<file path="src/u8d_pkg.sv">
// shared types and constants for the strict utf-8 decoder
`timescale 1ns / 1ps

package u8d_pkg;

  localparam logic [7:0] LEAD_MIN   = 8'hC2;
  localparam logic [7:0] LEAD_MAX   = 8'hF4;
  localparam logic [7:0] CONT_MASK  = 8'hC0;
  localparam logic [7:0] CONT_TAG   = 8'h80;
  localparam logic [7:0] CONT_MAX   = 8'hBF;
  localparam logic [7:0] LEAD2_MAX  = 8'hDF;
  localparam logic [7:0] LEAD3_MAX  = 8'hEF;
  localparam logic [7:0] LEAD_E0    = 8'hE0;
  localparam logic [7:0] E0_LO      = 8'hA0;
  localparam logic [7:0] LEAD_ED    = 8'hED;
  localparam logic [7:0] ED_HI      = 8'h9F;
  localparam logic [7:0] LEAD_F0    = 8'hF0;
  localparam logic [7:0] F0_LO      = 8'h90;
  localparam logic [7:0] F4_HI      = 8'h8F;

  localparam int CP_W    = 21;
  localparam int CNT_W   = 3;
  localparam int Q_DEPTH = 4;
  localparam int Q_PTR_W = $clog2(Q_DEPTH);
  localparam int Q_CNT_W = $clog2(Q_DEPTH + 1);

  // one queued job: raw flush of pending bytes, then an optional final result
  typedef struct packed {
    logic [1:0]       flush_n;
    logic [7:0]       lead;
    logic [7:0]       cont0;
    logic [7:0]       cont1;
    logic             fin_v;
    logic [CP_W-1:0]  fin_cp;
    logic [CNT_W-1:0] fin_cnt;
    logic             fin_raw;
  } job_t;

  // queue status seen by the input handshake and the back end
  typedef struct packed {
    logic full;
    logic empty;
  } q_stat_t;

endpackage

</file>
<file path="src/strict_utf8_decoder_top.sv">
// top level of the strict utf-8 decoder: front, job queue and back end
// a byte with results is queued as a job, then its first word enters the output register
// throughput: one input word per cycle while the 4-entry job queue has room
// output: one result word per cycle while out_tready is high, each job's words in order
// bursts of up to four results drain from the queue while input keeps flowing
// reset: synchronous active-low rst_n clears sequence state, queue pointers and output valid
`timescale 1ns / 1ps

module strict_utf8_decoder_top (
  input  logic        clk,
  input  logic        rst_n,
  // input stream
  input  logic        in_tvalid,
  output logic        in_tready,
  input  logic [7:0]  in_tdata,   // [7:0] data_byte
  // result stream
  output logic        out_tvalid,
  input  logic        out_tready,
  output logic [23:0] out_tdata,  // [20:0] code_point, [23:21] byte_count
  output logic        out_tuser,  // [0] is_raw
  output logic        out_tlast   // run_last: last result of this input word
);

  logic                       accept;
  logic                       push;
  logic                       pop;
  u8d_pkg::job_t              push_job;
  u8d_pkg::job_t              head_job;
  u8d_pkg::q_stat_t           stat;
  logic [u8d_pkg::CP_W-1:0]   cp;
  logic [u8d_pkg::CNT_W-1:0]  cnt;

  // the front only stalls when the queue is full
  assign in_tready = !stat.full;
  assign accept    = in_tvalid && in_tready;

  // classify the byte and update the pending sequence
  u8d_front u_front (
    .clk       (clk),
    .rst_n     (rst_n),
    .accept    (accept),
    .data_byte (in_tdata),
    .push      (push),
    .job       (push_job)
  );

  // decouples byte intake from result expansion
  u8d_queue u_queue (
    .clk      (clk),
    .rst_n    (rst_n),
    .push     (push),
    .push_job (push_job),
    .pop      (pop),
    .head_job (head_job),
    .stat     (stat)
  );

  // expands each job into raw flush words and the optional final word
  u8d_back u_back (
    .clk       (clk),
    .rst_n     (rst_n),
    .head_job  (head_job),
    .stat      (stat),
    .pop       (pop),
    .out_valid (out_tvalid),
    .out_ready (out_tready),
    .out_cp    (cp),
    .out_cnt   (cnt),
    .out_raw   (out_tuser),
    .out_last  (out_tlast)
  );

  assign out_tdata = {cnt, cp};

endmodule

</file>
<file path="src/u8d_front.sv">
// front end: byte classification, sequence state and job building
`timescale 1ns / 1ps

module u8d_front (
  input  logic               clk,
  input  logic               rst_n,
  input  logic               accept,
  input  logic [7:0]         data_byte,
  output logic               push,
  output u8d_pkg::job_t      job
);

  logic [7:0] lead_r, lead_nxt;
  logic [7:0] cont0_r, cont0_nxt;
  logic [7:0] cont1_r, cont1_nxt;
  logic [1:0] have_r, have_nxt;

  logic       is_cont;
  logic [7:0] lo, hi;
  logic       cont_ok;
  logic [2:0] need;
  logic       complete;
  logic [5:0] c3;
  logic       do_lead;

  always_comb begin
    lo = u8d_pkg::CONT_TAG;
    hi = u8d_pkg::CONT_MAX;
    if (have_r == 2'd1) begin
      if (lead_r == u8d_pkg::LEAD_E0) lo = u8d_pkg::E0_LO;
      if (lead_r == u8d_pkg::LEAD_ED) hi = u8d_pkg::ED_HI;
      if (lead_r == u8d_pkg::LEAD_F0) lo = u8d_pkg::F0_LO;
      if (lead_r == u8d_pkg::LEAD_MAX) hi = u8d_pkg::F4_HI;
    end
    is_cont = (data_byte & u8d_pkg::CONT_MASK) == u8d_pkg::CONT_TAG;
    cont_ok = is_cont && (data_byte >= lo) && (data_byte <= hi);
    if (lead_r <= u8d_pkg::LEAD2_MAX)      need = 3'd2;
    else if (lead_r <= u8d_pkg::LEAD3_MAX) need = 3'd3;
    else                                   need = 3'd4;
    complete = ({1'b0, have_r} + 3'd1) >= need;
    c3 = data_byte[5:0];
  end

  always_comb begin
    lead_nxt  = lead_r;
    cont0_nxt = cont0_r;
    cont1_nxt = cont1_r;
    have_nxt  = have_r;
    do_lead   = 1'b0;
    job         = '0;
    job.lead    = lead_r;
    job.cont0   = cont0_r;
    job.cont1   = cont1_r;
    job.fin_cnt = 3'd1;

    if (data_byte == 8'd0) begin
      // end of text: flush whatever is pending
      job.flush_n = have_r;
      have_nxt    = 2'd0;
    end else if (have_r == 2'd0) begin
      do_lead = 1'b1;
    end else if (cont_ok) begin
      if (complete) begin
        job.fin_v   = 1'b1;
        job.fin_cnt = need;
        unique case (need)
          3'd2:    job.fin_cp = {10'd0, lead_r[4:0], c3};
          3'd3:    job.fin_cp = {5'd0, lead_r[3:0], cont0_r[5:0], c3};
          default: job.fin_cp = {lead_r[2:0], cont0_r[5:0], cont1_r[5:0], c3};
        endcase
        have_nxt = 2'd0;
      end else begin
        if (have_r == 2'd1) cont0_nxt = data_byte;
        else                cont1_nxt = data_byte;
        have_nxt = have_r + 2'd1;
      end
    end else begin
      // broken sequence: dump it raw, then retry this byte as a lead
      job.flush_n = have_r;
      have_nxt    = 2'd0;
      do_lead     = 1'b1;
    end

    if (do_lead) begin
      if (data_byte < 8'h80) begin
        job.fin_v  = 1'b1;
        job.fin_cp = {13'd0, data_byte};
      end else if (data_byte >= u8d_pkg::LEAD_MIN && data_byte <= u8d_pkg::LEAD_MAX) begin
        lead_nxt = data_byte;
        have_nxt = 2'd1;
      end else begin
        job.fin_v   = 1'b1;
        job.fin_cp  = {13'd0, data_byte};
        job.fin_raw = 1'b1;
      end
    end

    push = accept && ((job.flush_n != 2'd0) || job.fin_v);
  end

  always_ff @(posedge clk) begin
    if (!rst_n) begin
      lead_r  <= '0;
      cont0_r <= '0;
      cont1_r <= '0;
      have_r  <= '0;
    end else if (accept) begin
      lead_r  <= lead_nxt;
      cont0_r <= cont0_nxt;
      cont1_r <= cont1_nxt;
      have_r  <= have_nxt;
    end
  end

endmodule

</file>
<file path="src/u8d_queue.sv">
// small job queue between front and back
`timescale 1ns / 1ps

module u8d_queue (
  input  logic                clk,
  input  logic                rst_n,
  input  logic                push,
  input  u8d_pkg::job_t       push_job,
  input  logic                pop,
  output u8d_pkg::job_t       head_job,
  output u8d_pkg::q_stat_t    stat
);

  u8d_pkg::job_t mem [u8d_pkg::Q_DEPTH];

  logic [u8d_pkg::Q_PTR_W-1:0] wr_ptr_r, wr_ptr_nxt;
  logic [u8d_pkg::Q_PTR_W-1:0] rd_ptr_r, rd_ptr_nxt;
  logic [u8d_pkg::Q_CNT_W-1:0] count_r, count_nxt;

  assign stat.full  = count_r == u8d_pkg::Q_CNT_W'(u8d_pkg::Q_DEPTH);
  assign stat.empty = count_r == '0;
  assign head_job   = mem[rd_ptr_r];

  always_comb begin
    wr_ptr_nxt = push ? wr_ptr_r + 1'b1 : wr_ptr_r;
    rd_ptr_nxt = pop  ? rd_ptr_r + 1'b1 : rd_ptr_r;
    count_nxt  = count_r;
    if (push && !pop)      count_nxt = count_r + 1'b1;
    else if (pop && !push) count_nxt = count_r - 1'b1;
  end

  always_ff @(posedge clk) begin
    if (push) mem[wr_ptr_r] <= push_job;
  end

  always_ff @(posedge clk) begin
    if (!rst_n) begin
      wr_ptr_r <= '0;
      rd_ptr_r <= '0;
      count_r  <= '0;
    end else begin
      wr_ptr_r <= wr_ptr_nxt;
      rd_ptr_r <= rd_ptr_nxt;
      count_r  <= count_nxt;
    end
  end

  a_no_overflow: assert property (@(posedge clk) disable iff (!rst_n)
    push |-> (!stat.full || pop))
    else $error("job pushed into full queue");

  a_no_underflow: assert property (@(posedge clk) disable iff (!rst_n)
    pop |-> !stat.empty)
    else $error("job popped from empty queue");

  a_count_track: assert property (@(posedge clk) disable iff (!rst_n)
    (push && !pop) |=> (count_r == $past(count_r) + 1'b1))
    else $error("queue count lost a push");

endmodule

</file>
<file path="src/u8d_back.sv">
// back end: expands one job into result words behind an output register
`timescale 1ns / 1ps

module u8d_back (
  input  logic                       clk,
  input  logic                       rst_n,
  input  u8d_pkg::job_t              head_job,
  input  u8d_pkg::q_stat_t           stat,
  output logic                       pop,
  output logic                       out_valid,
  input  logic                       out_ready,
  output logic [u8d_pkg::CP_W-1:0]   out_cp,
  output logic [u8d_pkg::CNT_W-1:0]  out_cnt,
  output logic                       out_raw,
  output logic                       out_last
);

  logic [1:0]                 idx_r, idx_nxt;
  logic                       valid_r, valid_nxt;
  logic [u8d_pkg::CP_W-1:0]   cp_r, cp_nxt;
  logic [u8d_pkg::CNT_W-1:0]  cnt_r, cnt_nxt;
  logic                       raw_r, raw_nxt;
  logic                       last_r, last_nxt;

  logic       load;
  logic [2:0] total;
  logic       is_last;
  logic [7:0] raw_byte;

  always_comb begin
    total   = {1'b0, head_job.flush_n} + {2'b0, head_job.fin_v};
    is_last = ({1'b0, idx_r} + 3'd1) == total;
    case (idx_r)
      2'd0:    raw_byte = head_job.lead;
      2'd1:    raw_byte = head_job.cont0;
      default: raw_byte = head_job.cont1;
    endcase

    load = !stat.empty && (!valid_r || out_ready);
    pop  = load && is_last;

    valid_nxt = valid_r && !out_ready;
    cp_nxt    = cp_r;
    cnt_nxt   = cnt_r;
    raw_nxt   = raw_r;
    last_nxt  = last_r;
    idx_nxt   = idx_r;
    if (load) begin
      valid_nxt = 1'b1;
      last_nxt  = is_last;
      idx_nxt   = is_last ? 2'd0 : idx_r + 2'd1;
      if (idx_r < head_job.flush_n) begin
        cp_nxt  = {13'd0, raw_byte};
        cnt_nxt = 3'd1;
        raw_nxt = 1'b1;
      end else begin
        cp_nxt  = head_job.fin_cp;
        cnt_nxt = head_job.fin_cnt;
        raw_nxt = head_job.fin_raw;
      end
    end
  end

  always_ff @(posedge clk) begin
    if (!rst_n) begin
      valid_r <= 1'b0;
      idx_r   <= '0;
    end else begin
      valid_r <= valid_nxt;
      idx_r   <= idx_nxt;
    end
  end

  always_ff @(posedge clk) begin
    cp_r   <= cp_nxt;
    cnt_r  <= cnt_nxt;
    raw_r  <= raw_nxt;
    last_r <= last_nxt;
  end

  assign out_valid = valid_r;
  assign out_cp    = cp_r;
  assign out_cnt   = cnt_r;
  assign out_raw   = raw_r;
  assign out_last  = last_r;

  a_idx_bound: assert property (@(posedge clk) disable iff (!rst_n)
    !stat.empty |-> ({1'b0, idx_r} < total))
    else $error("result index past end of job");

  a_pop_marks_last: assert property (@(posedge clk) disable iff (!rst_n)
    pop |=> (valid_r && last_r))
    else $error("job retired without a last result");

  a_idx_restart: assert property (@(posedge clk) disable iff (!rst_n)
    pop |=> (idx_r == 2'd0))
    else $error("result index not restarted after job");

endmodule

</file>
<file path="config.mk">
export PLATFORM = sky130hd
export DESIGN_NAME = strict_utf8_decoder_top
export DESIGN_NICKNAME = d
export VERILOG_FILES = /design/src/u8d_pkg.sv /design/src/strict_utf8_decoder_top.sv /design/src/u8d_front.sv /design/src/u8d_queue.sv /design/src/u8d_back.sv
export SDC_FILE = /design/constraint.sdc
export NUM_CORES = 1
export LEC_CHECK = 0
export BUFFER_PORTS_ARGS = -buffer_cell sky130_fd_sc_hd__buf_2
export CAP_MARGIN = 5
export CELL_PAD_IN_SITES_DETAIL_PLACEMENT = 1
export CELL_PAD_IN_SITES_GLOBAL_PLACEMENT = 2
export CORE_ASPECT_RATIO = 1.5
export CORE_MARGIN = 4
export CORE_UTILIZATION = 40
export DETAILED_ROUTE_END_ITERATION = 8
export PLACE_DENSITY = 0.71
export SYNTH_ARGS = -nofsm -noshare
export SYNTH_HDL_FRONTEND = slang
export SYNTH_HIERARCHICAL = 1
export SYNTH_SLANG_ARGS = --single-unit
export TNS_END_PERCENT = 20
</file>
<file path="constraint.sdc">
create_clock -name clk -period 6.5 [get_ports clk]
set_input_delay 1.3 -clock clk [delete_from_list [all_inputs] [get_ports clk]]
set_output_delay 1.3 -clock clk [all_outputs]
set_load 0.05 [all_outputs]
</file>
==> results.ini, run 1 <==
[run_status]
status=complete, no violations

[synth]
synthTopCellsByArea=edfxtp_1 (63%), mux4_2 (10%), dfxtp_1 (6.8%)
yosys-top-cells-count=edfxtp_1 (234), mux4_2 (50), dfxtp_1 (38)
postSynthAreaPerCell_um2=17.6
synth_edf_count=234
synth_most_common_cell=edfxtp_1
ys_warn_count=6
synth_largest_area_cell=edfxtp_1
ys_seq_area_share_pct=69.4
yosysTopAreaCellShare_pct=62.6
ys_async_sr_fraction_pct=0
syn_area_um2=11200
ys.flop_type=edfxtp_1
syn_inst=639
ys_ff_latch=272
yosysUniqueCellTypes=59
syn-num-nets=673

[worst_setup_path]
worst_setup_path_start_kind=flip-flop
setup.worst_path.class=flip-flop to flip-flop
critPathArrivalTime_ns=5.24
reg2reg_slack_ns=1.41
crit_fanout=32
crit_path_end_kind=flip-flop
critPathRequiredTime_ns=6.64

[final_layout]
layout-drive-gt1-share_pct=22.9
multi_input_area_um2=3130
n_antenna_cell=0
regArea_um2=7790
nets=719
area_growth_pct=11.5
finalInstanceArea_um2=12500
filler_cell_count=2636

[clock_network]
cts_setup_buffers=0
cts_buffers=25
h-tree-depth=1
clock_path_buffers=3
insertion_delay_ns=0.52
post_cts_resize_count=0
cts.sinks=272
root_buffer=clkbuf_16
cts_hold_buf=0
cts_tree=built
clk_pin_slew_worst_paths_ns=0.07

[job]
drv_cap=0

[power_and_ir_drop]
p_leak_nw=4.18
powerDensity_nw_per_um2=383
comb_power_share_pct=23.2
p_clk_share_pct=30.2
switching_share_pct=30.0
p_switching_mw=1.44
seqPwrFrac_pct=46.6
intPower_mw=3.36
ir_drop_mv=0.190

[detailed_routing]
avgViaCountPerCell=5.38
wl_per_cell_um=22.6
remaining_drc_errors=0
vias=5616
routed_wirelength_um=23600
first_pass_iters=4
drt_iter0_drc=346
postRouteAntennaNets=0

[floorplan]
core-area_um2=27400
dieArea_um2=30900
die_w_um=145
io-pin-count=40
die_h_um=213
initial_utilization_pct=40.9
rows=74

[timing]
timing.hold.ws_ns=0.490
finalCritPeriodShare_pct=78.4
drv_slew=0
worst_pin_slew_ns=1.02
finalSetupViolations=0
setup_tns_ns=0
skew_ns=0.0240
hold_violations=0
rsz0062_at_grt=no
maxSlewHeadroom_pct=31.4
timing.fmax_mhz=196
finalCriticalPeriod_ns=5.09

[place]
port_buffers=39
dpl-instance-area_um2=11700
dp_hpwl_um=15600
place.gp.congestion=0.831

[global_route]
grt_pass1_vias=6288
antenna_found_initial=0
grt_max_degree=53
grt-ovfl-total=0
grt_pass1_wl_um=37400
grt_usage_pct=15.9

[min_path]
min_path_type=flip-flop to flip-flop

-- final timing paths --
path | startpoint | to | cells after the start
hold / removal | u_front/have_r[1] | u_front/have_r[1] | 2
setup / recovery | u_front/lead_r[7] | u_queue/mem[1][4] | 11
hold reg to reg | u_front/have_r[1] | u_front/have_r[1] | 2
setup reg to reg | u_front/lead_r[7] | u_queue/mem[1][4] | 11
-- flip-flops by register name (all words and copies together) (netlist names), named ones only --
| name | count |
|---|---|
| u_back/idx_r | 2 |
| u_back/out_cnt | 3 |
| u_back/out_cp | 21 |
| u_back/out_last | 1 |
| u_back/out_raw | 1 |
| u_back/out_valid | 1 |
| u_front/cont0_r | 8 |
| u_front/cont1_r | 8 |
| u_front/have_r | 2 |
| u_front/lead_r | 8 |
| u_queue/count_r | 3 |
| u_queue/mem | 208 |
| u_queue/rd_ptr_r | 2 |
| u_queue/wr_ptr_r | 2 |
-- layer usage --
layer | track usage [%] | up-vias | share of wire [%]
met5 | 0 | - | 0
met3 | 1.88 | 32 | 2.8
met2 | 30.0 | 79 | 55
met1 | 19.2 | 2932 | 40
met4 | 3.73 | 0 | 1.9
li1 | - | 2573 | -
-- final cells by class --
| class | instances | share of cell area [%] |
|---|---|---|
| flip-flops and latches | 272 | 62.3 |
| multi-input cells | 314 | 25.1 |
| clock buffers | 28 | 5.09 |
| well taps | 342 | 3.42 |
| repair buffers | 46 | 1.98 |
| clock inverters | 16 | 1.36 |
| inverters | 26 | 0.780 |
-- cells by family after synthesis --
logic type               count (synthesis)  share of synthesized area [%]
AO/OA/AOI/OAI                           68                           4.43
XOR/XNOR                                 8                          0.624
adder cells (fa/ha/maj)                 22                           2.52
buffers and inverters                   53                           2.74
flip-flops                             272                           69.4
multiplexers                            79                           13.0
AND/OR/NAND/NOR                        137                           7.25
-- metrics by stage --
stage	setup WS (ns)	cells	total power, mW	util [%]
detailed placement	1.35	1000	3.41	42.7
CTS	1.31	1044	4.86	45.6
global placement	1.50	1000	3.38	42.7
global route	1.02	1044	5.03	45.6
finish	1.41	1044	4.80	45.6
floorplan	1.86	639	3.14	-
-- critical path, stage by stage (launching register included) --
cell	delay, ns
dfxtp_1	0.43
nand3_1	0.28
nor2_1	0.65
nand2_1	0.15
ha_1	0.36
and3b_1	0.22
a221oi_4	0.41
nor3_2	0.14
mux2i_2	0.54
o21a_1	0.36
and2_2	0.60
buf_4	0.54
-- power groups by stage --
stage / registers (mW) / clock network (mW) / logic [mW]
final: 2.23 / 1.45 / 1.11
after global routing: 2.26 / 1.57 / 1.20
after CTS: 2.24 / 1.48 / 1.14
after detailed placement: 2.28 / 0 / 1.14
after global placement: 2.26 / 0 / 1.12
after floorplan: 2.57 / 0 / 0.572
-- cell usage in the layout (no fill, tap or decap), drive strengths merged, types with 2 or more instances in the layout --
master,instances
o21ai,17
nor2,15
o2bb2ai,2
a211oi,2
a21oi,7
mux2i,19
buf,46
nand2,17
nand3,12
inv,27
nor3,7
edfxtp,234
ha,21
o21a,8
or4,3
or2,3
nand3b,3
nor4,4
bufinv,3
and2b,6
a21boi,10
dfxtp,38
xor2,4
mux4,52
and2,20
nor2b,27
clkbuf,28
mux2,8
o211ai,2
nand2b,4
a22oi,13
clkinv,8
and3,8
nor3b,3
clkinvlp,4
xnor2,4
(Power assumes the default switching activity.)
==> run 2: changes to the inputs <==
- clock period: 6.5 -> 5.1 ns (I/O delays scaled with it)
==> run 2 against run 1 <==
First-iteration DRC count shrank 13%. Maximum frequency increased by 14%. Final area increased by 0.17%. Via count rose by 1.6%. Combinational power increased by 29%. Final cell count rose by 0.38%. Global-route usage up 0.36 points. Largest cell class unchanged. Highest routed layer unchanged.
==> results.ini, run 2 (same netlist as run 1, synthesis figures left out) <==
[clock_network]
cts.sinks=272
post_cts_resize_count=0
cts_hold_buf=0
h-tree-depth=1
insertion_delay_ns=0.52
clk_pin_slew_worst_paths_ns=0.06
root_buffer=clkbuf_16
cts_setup_buffers=0
cts_tree=built
cts_buffers=25
clock_path_buffers=3

[power_and_ir_drop]
power_mw=6.04
ir_drop_mv=0.202
powerDensity_nw_per_um2=482
p_leak_nw=4.19

[place]
dp_slack_ns=0.720
dp_hpwl_um=15500
port_buffers=39
place.gp.congestion=0.826

[detailed_routing]
remaining_drc_errors=0
vias=5705
drt_iter0_drc=300
first_pass_iters=5
avgViaCountPerCell=5.44
postRouteAntennaNets=0
wl_per_cell_um=22.7
routed_wirelength_um=23800

[run_status]
status=complete, no violations

[final_layout]
nets=722
final_common_cell=edfxtp_1
largest_reg_flops=208
n_antenna_cell=0
layout-drive-gt1-share_pct=22.4
regMostFlops=u_queue/mem
filler_cell_count=2621
final_cell_mix=edfxtp_1 (234), mux4_2 (50), buf_2 (39)
multi_input_area_um2=3130
regArea_um2=7790
area_growth_pct=11.6

[timing]
maxSlewHeadroom_pct=38.9
finalCriticalPeriod_ns=4.47
timing.fmax_mhz=224
drv_slew=0
fin_ws_ns=0.631
skew_ns=0.00877
finalSetupViolations=0
hold_violations=0
rsz0062_at_grt=no
setup_tns_ns=0
worst_pin_slew_ns=0.910
finalCritPeriodShare_pct=87.6

[global_route]
grt-ovfl-total=0
grt_usage_pct=16.3
grt_pass1_vias=6413
antenna_found_initial=0
grt_max_degree=53
grt_pass1_wl_um=37900

[worst_setup_path]
worst_setup_path_start_kind=flip-flop
crit_fanout=10
setup.worst_path.class=flip-flop to flip-flop
path_cells=ha_1 -> nand2b_1 -> nor4_1 -> nand2_1 -> ha_1 -> and3b_1 -> a221oi_4 -> o31a_1 -> a21boi_1 -> o21a_1 -> ha_1 -> inv_1 -> fa_1 -> xor2_1 -> or3_1 -> a21boi_0
slowest_delay_ns=0.45
crit_family=adder cells
path_common_cell=ha_1
crit_path_end_kind=flip-flop
critPathArrivalTime_ns=4.92
crit_buf_inv=1
critPathRequiredTime_ns=5.55
cpMaxStageDelayCell=dfxtp_1

[job]
drv_cap=0

[floorplan]
die_w_um=145
dieArea_um2=30900
initial_utilization_pct=40.9
core-area_um2=27400
rows=74
io-pin-count=40
die_h_um=213

[min_path]
min_path_type=flip-flop to flip-flop

==> run 2: layout make-up <==
cell class / instances / area share [%]
well taps: 342 / 3.42
multi-input cells: 314 / 25.0
inverters: 26 / 0.779
repair buffers: 49 / 2.56
clock inverters: 8 / 0.519
flip-flops and latches: 272 / 62.2
clock buffers: 37 / 5.51
==> run 2: worst paths after layout <==
| kind | start | to | slack [ns] | cells after the start |
|---|---|---|---|---|
| max | u_front/have_r[0] | u_queue/count_r[2] | 0.63 | 16 |
| max reg2reg | u_front/have_r[0] | u_queue/count_r[2] | 0.63 | 16 |
| min | u_front/cont1_r[6] | u_front/cont1_r[6] | 0.48 | 2 |
| min reg2reg | u_front/cont1_r[6] | u_front/cont1_r[6] | 0.48 | 2 |
==> run 2: tightest hold or removal path: cells and delay by family (launching register included) <==
| kind | cells | cell delay [ns] |
|---|---|---|
| flops | 1 | 0.34 |
| simple gates | 2 | 0.10 |
==> run 2: per-layer routing <==
layer	GRT usage, %	routed length, um
met5	0	0
met2	29.5	13000
met1	20.5	9680
met4	4.73	490
met3	1.61	708
==> run 2: through the flow <==
step / utilization [%] / instances / area, um^2 / hold WS [ns]
6_report: 45.7 / 1048 / 12500 / 0.478
3_5_place_dp: 43.0 / 1003 / 11800 / 0.468
5_1_grt: 45.7 / 1048 / 12500 / 0.522
4_1_cts: 45.7 / 1048 / 12500 / 0.478
3_3_place_gp: 43.0 / 1003 / 11800 / 0.457
2_1_floorplan: - / 639 / 11200 / 0.437
==> run 2: power breakdown <==
group | internal [mW] | total [mW] | switching [mW]
registers | 2.76 | 2.86 | 0.104
logic | 0.482 | 1.43 | 0.945
clock network | 0.986 | 1.75 | 0.761
==> run 3: changes to the inputs <==
- CORE_MARGIN: 4 -> 3
- MAX_ROUTING_LAYER: unset -> met4
==> run 3 against run 2 <==
Critical path depth down 1. Critical endpoint unchanged. Final cell count up 0.38%. Non-clock buffer count up 1. Total power up 2.8%. Register-to-register slack better by 0.13 ns. Clock skew up 0.0029 ns. Highest routed layer unchanged. Sequential share of layout area down 0.62 points. Count of clock-buffer cells in the layout up 1. Via count down 0.35%. Routed wire length up 0.71%. Flip-flop and latch count unchanged.
==> results.ini, run 3 (same netlist as run 1, synthesis figures left out) <==
[run_status]
status=complete, no violations

[detailed_routing]
wl_per_cell_um=22.8
vias=5685
postRouteAntennaNets=0
first_pass_iters=4
routed_wirelength_um=24000
remaining_drc_errors=0
drt_iter0_drc=326
avgViaCountPerCell=5.40

[timing]
drv_slew=0
worst_pin_slew_ns=0.953
rsz0062_at_grt=no
fin_ws_ns=0.761
setup_tns_ns=0
finalCritPeriodShare_pct=85.1
finalSetupViolations=0
finalCriticalPeriod_ns=4.34
timing.hold.ws_ns=0.506
maxSlewHeadroom_pct=36.0
timing.fmax_mhz=230
hold_violations=0
skew_ns=0.0116

[floorplan]
rows=74
die_h_um=211
core-area_um2=27400
io-pin-count=40
dieArea_um2=30100
die_w_um=143
initial_utilization_pct=40.9

[final_layout]
final_cells=1052
regMostFlops=u_queue/mem
final_cell_mix=edfxtp_1 (234), mux4_2 (50), buf_2 (39)
n_antenna_cell=0
regArea_um2=7790
final_common_cell=edfxtp_1
largest_reg_flops=208
nets=724
area_growth_pct=12.8
filler_cell_count=2641
multi_input_area_um2=3130
layout-drive-gt1-share_pct=23.2

[clock_network]
insertion_delay_ns=0.53
h-tree-depth=1
root_buffer=clkbuf_16
clock_path_buffers=3
cts.sinks=272
cts_tree=built
cts_hold_buf=0
post_cts_resize_count=0
cts_buffers=26
clk_pin_slew_worst_paths_ns=0.06
cts_setup_buffers=0

[worst_setup_path]
crit_fanout=8
crit_family=simple AND/OR/NAND/NOR gates
path_cells=nand3_1 -> nor2_1 -> nand2_1 -> ha_1 -> and3b_1 -> a221oi_4 -> o31a_1 -> a21boi_1 -> o21a_1 -> ha_1 -> inv_1 -> fa_1 -> xor2_1 -> or3_1 -> a21boi_0
slowest_delay_ns=0.51
crit_path_end_kind=flip-flop
cpMaxStageDelayCell=nor2_1
path_common_cell=ha_1
critPathArrivalTime_ns=4.79
reg2reg_slack_ns=0.76
setup.worst_path.class=flip-flop to flip-flop
crit_buf_inv=1
worst_setup_path_start_kind=flip-flop
critPathRequiredTime_ns=5.55

[global_route]
grt_max_degree=53
grt_pass1_vias=6301
grt-ovfl-total=0
grtUsageMet2_pct=28.9
busiest_layer=met2
antenna_found_initial=0
use_met3_pct=2.15
use_met1_pct=20.4
grt_usage_pct=16.8
grt_pass1_wl_um=37300

[power_and_ir_drop]
ir_drop_mv=0.209
powerDensity_nw_per_um2=491
power_mw=6.21
p_leak_nw=4.25

[place]
port_buffers=39
dp.cells=1004
place.gp.congestion=0.829
dp_hpwl_um=15500
dp_slack_ns=0.662

[min_path]
min_path_type=flip-flop to flip-flop

[job]
drv_cap=0

[run 3: cell types whose count changed in the layout (fill, tap and decap cells not counted)]
cell / change
clkbuf_8: +2
bufinv_16: +1
clkbuf_1: -3
buf_12: +1
clkbuf_16: +2
inv_6: +1
[run 3: area by class of cell]
type,count,share of cell area [%]
sequential,272,61.6
multi-input combinational,314,24.8
clock buffer,38,5.98
tap,342,3.38
timing repair buffer,50,2.69
clock inverter,10,0.821
inverter,26,0.771
[run 3: through the flow]
step	utilization (%)	instance area [um^2]
floorplan	-	11200
global placement	43.0	11800
detailed placement	43.0	11800
CTS	46.2	12700
global route	46.2	12700
finish	46.2	12700
[run 3: where the power goes]
| group | leakage [nW] | internal (mW) | switching, mW |
|---|---|---|---|
| clock | 0.421 | 1.13 | 0.789 |
| combinational | 1.29 | 0.478 | 0.953 |
| sequential | 2.55 | 2.76 | 0.0966 |
| total | 4.25 | 4.37 | 1.84 |
[run 3: path summary, 6_finish.rpt]
check                          start                  to  cells past startpoint
setup / recovery   u_front/lead_r[7]  u_queue/count_r[2]                     15
hold / removal    u_front/cont1_r[6]  u_front/cont1_r[6]                      2
hold reg to reg   u_front/cont1_r[6]  u_front/cont1_r[6]                      2
setup reg to reg   u_front/lead_r[7]  u_queue/count_r[2]                     15
[run 3: layer usage]
metal  wire (um)  up-vias
met5           0        -
met4         616        0
met3         771       43
met2       12800      103
met1        9820     2947
li1            -     2592
[run 3: tightest hold or removal path, stage by stage, from the launching register on]
cell     delay, ns
dfxtp_1       0.34
nand2_1       0.08
nor2_1        0.04
